File: config.mk
export PLATFORM = sky130hd
export DESIGN_NAME = mouse_position_button_tracker
export DESIGN_NICKNAME = d
export VERILOG_FILES = /design/src/sv/mpbt_pkg.sv /design/src/sv/mpbt_front.sv /design/src/sv/mpbt_queue.sv /design/src/sv/mpbt_back.sv /design/src/sv/mouse_position_button_tracker.sv
export SDC_FILE = /design/constraint.sdc
export NUM_CORES = 1
export LEC_CHECK = 0
export BUFFER_PORTS_ARGS = -buffer_cell sky130_fd_sc_hd__buf_2
export CELL_PAD_IN_SITES_DETAIL_PLACEMENT = 1
export CELL_PAD_IN_SITES_GLOBAL_PLACEMENT = 2
export CORE_MARGIN = 5
export CORE_UTILIZATION = 43
export CTS_CLUSTER_SIZE = 20
export DETAILED_ROUTE_END_ITERATION = 6
export GPL_TIMING_DRIVEN = 0
export PLACE_DENSITY_LB_ADDON = 0.05
export SETUP_SLACK_MARGIN = 0.1
export SLEW_MARGIN = 20
export SYNTH_ARGS = -nofsm -noshare
export SYNTH_HDL_FRONTEND = slang
export SYNTH_HIERARCHICAL = 1
export SYNTH_SLANG_ARGS = --single-unit
File: constraint.sdc
create_clock -name clk -period 12.41 [get_ports clk]
set_input_delay 2.482 -clock clk [delete_from_list [all_inputs] [get_ports clk]]
set_output_delay 2.482 -clock clk [all_outputs]
set_load 0.05 [all_outputs]
File: src/sv/mpbt_pkg.sv
// Shared types and helpers for the mouse position and button tracker.
// Used by every module of the block; no dependencies.
package mpbt_pkg;

  localparam int CntW   = 8;
  localparam int PosW   = 16;
  localparam int QDepth = 4;
  localparam int QPtrW  = $clog2(QDepth);

  // configuration register indexes
  localparam logic [1:0] REG_WINDOW_LEFT   = 2'd0;
  localparam logic [1:0] REG_WINDOW_RIGHT  = 2'd1;
  localparam logic [1:0] REG_WINDOW_TOP    = 2'd2;
  localparam logic [1:0] REG_WINDOW_BOTTOM = 2'd3;

  // button event codes
  localparam logic [1:0] BTN_NONE     = 2'd0;
  localparam logic [1:0] BTN_PRESSED  = 2'd1;
  localparam logic [1:0] BTN_RELEASED = 2'd2;

  localparam logic [0:0] KIND_TICK  = 1'b0;
  localparam logic [0:0] KIND_START = 1'b1;

  typedef struct packed {
    logic signed [PosW-1:0] pos_x;
    logic signed [PosW-1:0] pos_y;
    logic signed [CntW-1:0] delta_x;
    logic signed [CntW-1:0] delta_y;
    logic [1:0]             left_change;
    logic [1:0]             right_change;
    logic                   last;
  } mpbt_res_t;

  // up to two results from one tick, already packed towards e0
  typedef struct packed {
    logic [1:0] cnt;
    mpbt_res_t  e0;
    mpbt_res_t  e1;
  } mpbt_push_t;

  // pos + d, raised to lo first and then cut to hi (hi wins if inverted)
  function automatic logic signed [PosW-1:0] mpbt_clamp(
      input logic signed [PosW-1:0] pos,
      input logic signed [CntW-1:0] d,
      input logic signed [PosW-1:0] lo,
      input logic signed [PosW-1:0] hi);
    logic signed [PosW:0] sum;
    logic signed [PosW:0] v;
    logic signed [PosW:0] lo_w;
    logic signed [PosW:0] hi_w;
    sum  = {pos[PosW-1], pos} + {{(PosW-CntW+1){d[CntW-1]}}, d};
    lo_w = {lo[PosW-1], lo};
    hi_w = {hi[PosW-1], hi};
    v    = sum;
    if (v < lo_w) v = lo_w;
    if (v > hi_w) v = hi_w;
    return v[PosW-1:0];
  endfunction

endpackage

File: src/sv/mpbt_front.sv
// Front end: accepts samples, holds window registers and tracking state,
// and turns each tick into zero, one or two result records. Uses mpbt_pkg.
module mpbt_front import mpbt_pkg::*; (
  input  logic                   clk,
  input  logic                   rst_n,
  input  logic                   cfg_we,
  input  logic [1:0]             cfg_idx,
  input  logic [PosW-1:0]        cfg_data,
  input  logic                   in_accept,
  input  logic                   in_kind,
  input  logic [CntW-1:0]        in_horiz_count,
  input  logic [CntW-1:0]        in_vert_count,
  input  logic                   in_left_level,
  input  logic                   in_right_level,
  output mpbt_push_t             push
);

  logic signed [PosW-1:0] win_left_r, win_right_r, win_top_r, win_bottom_r;
  logic [CntW-1:0]        hbase_r, hbase_nxt, vbase_r, vbase_nxt;
  logic signed [PosW-1:0] x_r, x_nxt, y_r, y_nxt;
  logic signed [CntW-1:0] hdx_r, hdx_nxt, hdy_r, hdy_nxt;
  logic [1:0]             btn_r, btn_nxt;

  logic [1:0]      btn, change;
  logic [CntW-1:0] dx, dy;
  logic            mx, my, moved;
  mpbt_res_t       mv_rec, bt_rec;

  assign btn    = {~in_right_level, ~in_left_level};
  assign dx     = in_horiz_count - hbase_r;
  assign dy     = in_vert_count - vbase_r;
  assign mx     = (dx != '0);
  assign my     = (dy != '0);
  assign moved  = mx | my;
  assign change = btn_r ^ btn;

  always_comb begin
    hbase_nxt = hbase_r;
    vbase_nxt = vbase_r;
    x_nxt     = x_r;
    y_nxt     = y_r;
    hdx_nxt   = hdx_r;
    hdy_nxt   = hdy_r;
    btn_nxt   = btn_r;
    if (in_kind == KIND_START) begin
      hbase_nxt = in_horiz_count;
      vbase_nxt = in_vert_count;
      btn_nxt   = btn;
      x_nxt     = win_left_r;
      y_nxt     = win_top_r;
    end else begin
      if (mx) begin
        x_nxt     = mpbt_clamp(x_r, dx, win_left_r, win_right_r);
        hdx_nxt   = dx;
        hbase_nxt = in_horiz_count;
      end
      if (my) begin
        y_nxt     = mpbt_clamp(y_r, dy, win_top_r, win_bottom_r);
        hdy_nxt   = dy;
        vbase_nxt = in_vert_count;
      end
      btn_nxt = btn;
    end
  end

  always_comb begin
    mv_rec              = '0;
    mv_rec.pos_x        = x_nxt;
    mv_rec.pos_y        = y_nxt;
    mv_rec.delta_x      = hdx_nxt;
    mv_rec.delta_y      = hdy_nxt;
    mv_rec.left_change  = BTN_NONE;
    mv_rec.right_change = BTN_NONE;
    mv_rec.last         = (change == 2'b00);

    bt_rec              = mv_rec;
    bt_rec.left_change  = !change[0] ? BTN_NONE : (btn[0] ? BTN_PRESSED : BTN_RELEASED);
    bt_rec.right_change = !change[1] ? BTN_NONE : (btn[1] ? BTN_PRESSED : BTN_RELEASED);
    bt_rec.last         = 1'b1;

    push    = '0;
    push.e0 = moved ? mv_rec : bt_rec;
    push.e1 = bt_rec;
    if (in_accept && in_kind == KIND_TICK) begin
      push.cnt = {1'b0, moved} + {1'b0, (change != 2'b00)};
    end
  end

  always_ff @(posedge clk) begin
    if (!rst_n) begin
      win_left_r   <= 16'sd0;
      win_right_r  <= 16'sd319;
      win_top_r    <= 16'sd0;
      win_bottom_r <= 16'sd255;
      hbase_r      <= '0;
      vbase_r      <= '0;
      x_r          <= '0;
      y_r          <= '0;
      hdx_r        <= '0;
      hdy_r        <= '0;
      btn_r        <= '0;
    end else begin
      if (cfg_we) begin
        unique case (cfg_idx)
          REG_WINDOW_LEFT:   win_left_r   <= cfg_data;
          REG_WINDOW_RIGHT:  win_right_r  <= cfg_data;
          REG_WINDOW_TOP:    win_top_r    <= cfg_data;
          REG_WINDOW_BOTTOM: win_bottom_r <= cfg_data;
          default: ;
        endcase
      end
      if (in_accept) begin
        hbase_r <= hbase_nxt;
        vbase_r <= vbase_nxt;
        x_r     <= x_nxt;
        y_r     <= y_nxt;
        hdx_r   <= hdx_nxt;
        hdy_r   <= hdy_nxt;
        btn_r   <= btn_nxt;
      end
    end
  end

endmodule

File: src/sv/mpbt_queue.sv
// Small result queue between front and back: takes up to two records a
// cycle, gives one. Uses mpbt_pkg.
module mpbt_queue import mpbt_pkg::*; (
  input  logic       clk,
  input  logic       rst_n,
  input  mpbt_push_t push,
  input  logic       pop,
  output logic       q_nonempty,
  output mpbt_res_t  q_head,
  output logic       near_full
);

  mpbt_res_t        mem [QDepth];
  logic [QPtrW-1:0] wr_ptr_r, rd_ptr_r;
  logic [QPtrW:0]   count_r;
  logic [QPtrW-1:0] wr_ptr1;

  assign wr_ptr1    = wr_ptr_r + 1'b1;
  assign q_nonempty = (count_r != '0);
  assign q_head     = mem[rd_ptr_r];
  // front may push two in any cycle it is not stalled
  assign near_full  = (count_r > (QPtrW+1)'(QDepth - 2));

  always_ff @(posedge clk) begin
    if (push.cnt != 2'd0) mem[wr_ptr_r] <= push.e0;
    if (push.cnt == 2'd2) mem[wr_ptr1]  <= push.e1;
  end

  always_ff @(posedge clk) begin
    if (!rst_n) begin
      wr_ptr_r <= '0;
      rd_ptr_r <= '0;
      count_r  <= '0;
    end else begin
      wr_ptr_r <= wr_ptr_r + QPtrW'(push.cnt);
      if (pop) rd_ptr_r <= rd_ptr_r + 1'b1;
      count_r <= count_r + (QPtrW+1)'(push.cnt) - (QPtrW+1)'(pop);
    end
  end

endmodule

File: src/sv/mpbt_back.sv
// Back end: output register that drains the result queue one transaction
// per cycle onto the result channel while out_stall is low. Uses mpbt_pkg.
module mpbt_back import mpbt_pkg::*; (
  input  logic      clk,
  input  logic      rst_n,
  input  logic      q_nonempty,
  input  mpbt_res_t q_head,
  output logic      pop,
  input  logic      out_stall,
  output logic      out_valid,
  output mpbt_res_t out_rec
);

  logic      valid_r;
  mpbt_res_t rec_r;

  assign pop       = q_nonempty && (!valid_r || !out_stall);
  assign out_valid = valid_r;
  assign out_rec   = rec_r;

  always_ff @(posedge clk) begin
    if (!rst_n) begin
      valid_r <= 1'b0;
    end else if (!valid_r || !out_stall) begin
      valid_r <= q_nonempty;
    end
  end

  always_ff @(posedge clk) begin
    if (pop) rec_r <= q_head;
  end

endmodule

File: src/sv/mouse_position_button_tracker.sv
// Top level of the mouse position and button tracker.
// Depends on mpbt_pkg, mpbt_front, mpbt_queue and mpbt_back.
//
//   channel | direction | handshake          | payload
//   in      | input     | in_valid/in_stall  | kind, horiz/vert count, button levels
//   out     | output    | out_valid/out_stall| position, deltas, button events, last
//   cfg     | input     | cfg_we             | cfg_idx, cfg_data (window bounds)
//
// A sample is taken every cycle while the four-entry result queue has room for
// two records; the front end updates all state in the cycle it accepts.
// The single output register delivers one result a cycle while out_stall is low,
// so a tick's two results leave one after another, each via the queue memory and
// then the output register. Synchronous reset clears state, loads default window.
// in_stall rises only from queue occupancy, independent of in_valid.
module mouse_position_button_tracker import mpbt_pkg::*; (
  input  logic                   clk,
  input  logic                   rst_n,
  input  logic                   cfg_we,
  input  logic [1:0]             cfg_idx,
  input  logic [PosW-1:0]        cfg_data,
  input  logic                   in_valid,
  output logic                   in_stall,
  input  logic                   in_kind,
  input  logic [CntW-1:0]        in_horiz_count,
  input  logic [CntW-1:0]        in_vert_count,
  input  logic                   in_left_level,
  input  logic                   in_right_level,
  output logic                   out_valid,
  input  logic                   out_stall,
  output logic signed [PosW-1:0] out_pos_x,
  output logic signed [PosW-1:0] out_pos_y,
  output logic signed [CntW-1:0] out_delta_x,
  output logic signed [CntW-1:0] out_delta_y,
  output logic [1:0]             out_left_change,
  output logic [1:0]             out_right_change,
  output logic                   out_last
);

  mpbt_push_t push;
  mpbt_res_t  q_head, out_rec;
  logic       q_nonempty, pop, near_full, in_accept;

  assign in_stall  = near_full;
  assign in_accept = in_valid && !near_full;

  mpbt_front u_front (
    .clk            (clk),
    .rst_n          (rst_n),
    .cfg_we         (cfg_we),
    .cfg_idx        (cfg_idx),
    .cfg_data       (cfg_data),
    .in_accept      (in_accept),
    .in_kind        (in_kind),
    .in_horiz_count (in_horiz_count),
    .in_vert_count  (in_vert_count),
    .in_left_level  (in_left_level),
    .in_right_level (in_right_level),
    .push           (push)
  );

  mpbt_queue u_queue (
    .clk        (clk),
    .rst_n      (rst_n),
    .push       (push),
    .pop        (pop),
    .q_nonempty (q_nonempty),
    .q_head     (q_head),
    .near_full  (near_full)
  );

  mpbt_back u_back (
    .clk        (clk),
    .rst_n      (rst_n),
    .q_nonempty (q_nonempty),
    .q_head     (q_head),
    .pop        (pop),
    .out_stall  (out_stall),
    .out_valid  (out_valid),
    .out_rec    (out_rec)
  );

  assign out_pos_x        = out_rec.pos_x;
  assign out_pos_y        = out_rec.pos_y;
  assign out_delta_x      = out_rec.delta_x;
  assign out_delta_y      = out_rec.delta_y;
  assign out_left_change  = out_rec.left_change;
  assign out_right_change = out_rec.right_change;
  assign out_last         = out_rec.last;

endmodule

==> qor.csv <==
stage;metric;value;unit
synth;syn_area;0.0232;sq mm
worst_hold_path;min_path_type;reg -> reg;
critical_path;worst-setup-path-type;in -> reg;
floorplan;die_area;0.0587;sq mm
synth;yosysSeqAreaShare;0.464;
synth;synth_seq_cells;405;
synth;ys_types;85;
placement;dpl_cell_area;0.0249;sq mm
placement;hpwlAfterDp;52800;um
route;ant_nets;0;
sta;fin_setup_tns;0;ns
clocking;htreeDepth;2;
floorplan;rows;85;
clocking;cts.clk_slew.worst_paths;0.06;ns
route;drc_errors;0;
sta;slew_violations;0;
route;drt_pass1_iterations;5;
critical_path;max_stage_delay;0.69;ns
finish;postLayoutCellArea;0.0265;sq mm
finish;multiInputGateArea;0.0111;sq mm
critical_path;crit_arrival;11.95;ns
sta;worstMarginPinSlew;1.05;ns
synth;synth_top_flop_cell;edfxtp_1;
grt;met1_usage;0.317;
sta;fin_worst_skew;0.0187;ns
run_status;status;completed;
critical_path;slowest_stage;o211ai_1;
sta;hold_viol;0;
synth;yosys.area_share.simple;0.0797;
clocking;cts_made_buffers;46;
placement;routabilityCongestion;0.866;
critical_path;endpoint_kind;register;
placement;dp.cells;2794;
grt;use_met2;0.392;
power_and_ir_drop;irDropWorstVdd;0.423;mV
synth;synthMuxAreaShare;0.191;
grt;busiest_layer;met2;
route;drt-initial-drc-count;822;
critical_path;crit_path_frequent_cell;ha_1;
grt;grt_max_degree;25;
synth;synth.net_count;2164;
clocking;root_buffer;clkbuf_16;
job;maxCapViolCount;0;
sta;hold_ws;0.465;ns
finish;final_cells;2878;
floorplan;fp.coreArea;0.0536;sq mm
route;vias;16122;
synth;synthXorXnorAreaFrac;0.0153;
floorplan;initial_utilization;0.433;
power_and_ir_drop;leakagePower;10.4;nW
clocking;clock-sinks;405;
grt;grt_pass1_wl;106000;um
power_and_ir_drop;powerDensity;310;mW/mm^2
clocking;cts_tree;yes;
clocking;clk_latency;0.60;ns
sta;max_freq;86.2;MHz
critical_path;start_kind;input pin;
finish;regArea;0.0108;sq mm
synth;synthArstFlopShare;0;
finish;layout-drive-gt1-share;0.280;
synth;ys.warnings.count;6;
sta;period_share;0.935;
floorplan;die-height;242;um
finish;final_common_cell;edfxtp_1;
sta;layout_min_cycle_time;11.61;ns
finish;num-nets-final;2320;
finish;synthToLayoutAreaGrowth;14.4;%
route;wl_per_cell;24.4;um
floorplan;ioPinCount;97;
sta;finalSetupViolCount;0;
synth;avgSynthCellArea;11.7;sq um
synth;synth_fa_ha_area_frac;0.0728;
floorplan;die_x;242;um
sta;rsz0062_at_grt;false;
grt;overflow;0;
finish;fillers;5639;
critical_path;path_max_fanout;13;
synth;synth_top_family_by_area;multiplexers;
grt;grt_pass1_vias;17100;
grt;grt_use_total;0.234;
finish;final_cell_mix;edfxtp_1 (265), mux2_2 (207), nand2_1 (180), inv_1 (148), dfxtp_1 (140);
finish;postLayoutCoreUtil;0.495;
placement;io_buffers;93;
route;via_per_inst;5.60;
synth;synth_cells;1990;
synth;synth_edf_count;265;
critical_path;critPathRequiredTime;12.75;ns
synth;synth-compound-area-share;0.115;
sta;max_slew_margin;0.296;
grt;antenna_found_initial;1;
clocking;max-clock-path-buffers;3;
route;drt_wl_total;70200;um
grt;grtUsageMet3;0.0409;
[worst max-delay path, delay by kind of cell]
kind,cells,cell delay (ns)
multiplexers,2,0.57
adder cells (fa/ha/maj),4,1.36
buffers and inverters,7,2.03
AO/OA/AOI/OAI,15,4.27
XOR/XNOR,2,0.60
AND/OR/NAND/NOR,3,0.62
[synth_stat cells, types with 10 or more instances]
| cell type | number | area, sq um |
|---|---|---|
| o21ai_0 | 57 | 285 |
| o21a_1 | 11 | 82.6 |
| mux2_4 | 20 | 300 |
| nor2_1 | 78 | 293 |
| ha_1 | 127 | 1590 |
| nand2b_1 | 14 | 87.6 |
| a21oi_1 | 109 | 546 |
| nand2_1 | 180 | 676 |
| and2_1 | 19 | 119 |
| inv_1 | 148 | 556 |
| a21o_1 | 19 | 143 |
| mux4_2 | 53 | 1190 |
| o211ai_1 | 26 | 195 |
| nand3_1 | 23 | 115 |
| xor2_1 | 10 | 87.6 |
| mux2_2 | 207 | 2330 |
| buf_4 | 54 | 405 |
| a211oi_1 | 16 | 120 |
| xnor2_1 | 25 | 219 |
| or2_2 | 13 | 81.3 |
| mux2i_1 | 58 | 581 |
| o21ba_2 | 13 | 130 |
| clkbuf_1 | 57 | 214 |
| buf_6 | 10 | 113 |
| nor3_1 | 10 | 50.1 |
| and3_1 | 11 | 68.8 |
| buf_2 | 29 | 145 |
| edfxtp_1 | 265 | 7960 |
| a211o_1 | 10 | 87.6 |
| dfxtp_1 | 140 | 2800 |
[per-stage QoR]
stage               power, mW  setup slack (ns)
floorplan                5.46              2.23
global placement         6.57             -2.19
detailed placement       6.77             0.277
CTS                      8.29             0.868
global route             8.79             0.124
finish                   8.24             0.804
[worst paths after layout]
check	startpoint	to	slack, ns	cells after the start
setup / recovery	in_vert_count[2]	u_queue/mem[0][33]	0.80	33
hold / removal	u_front/win_bottom_r[12]	u_front/win_bottom_r[12]	0.47	2
setup reg to reg	u_front/vbase_r[2]	u_queue/mem[0][33]	2.45	33
hold reg to reg	u_front/win_bottom_r[12]	u_front/win_bottom_r[12]	0.47	2
[sequential cells by signal, indices dropped and copies added (netlist names), 16 cells and up, named ones only]
signal and flops:
u_front/win_top_r 16, u_queue/mem 212, u_front/win_right_r 16, u_front/x_r 16
u_front/win_bottom_r 16, u_front/win_left_r 16, u_front/y_r 16, u_back/out_rec 53
[final cells by class]
type / instances / area share
repair buffers: 108 / 0.0296
well taps: 696 / 0.0328
inverters: 152 / 0.0215
flip-flops and latches: 405 / 0.405
multi-input cells: 1282 / 0.417
diodes: 3 / 0.000283
clock inverters: 25 / 0.0147
clock buffers: 56 / 0.0457
plain buffers: 151 / 0.0332
[repair_timing]
item,in CTS,in global routing
hold buffers,0,0
setup buffers,0,0
gates resized for setup,0,1
setup endpoints to repair,0,4
[report_power, final]
part	leakage, nW	total, mW	switching [mW]	internal [mW]
sequential	3.61	2.05	0.117	1.93
clock	0.772	1.46	0.573	0.885
combinational	6.05	4.74	2.80	1.93
total	10.4	8.24	3.49	4.75
[metal layers]
metal	up-vias	wire length [um]
li1	7646	-
met1	8114	32300
met4	2	1630
met3	81	2940
met2	279	33300
met5	-	12
[cells by family (layout without fill, tap and decap cells)]
logic type | Yosys count | in the layout
other cells | 1 | 4
buf+inv | 303 | 492
xor+xnor | 37 | 37
fa+ha+maj | 132 | 132
mux | 340 | 340
flops | 405 | 405
compound gates | 379 | 379
simple gates | 393 | 393
Power figures use the tool's default switching activity.
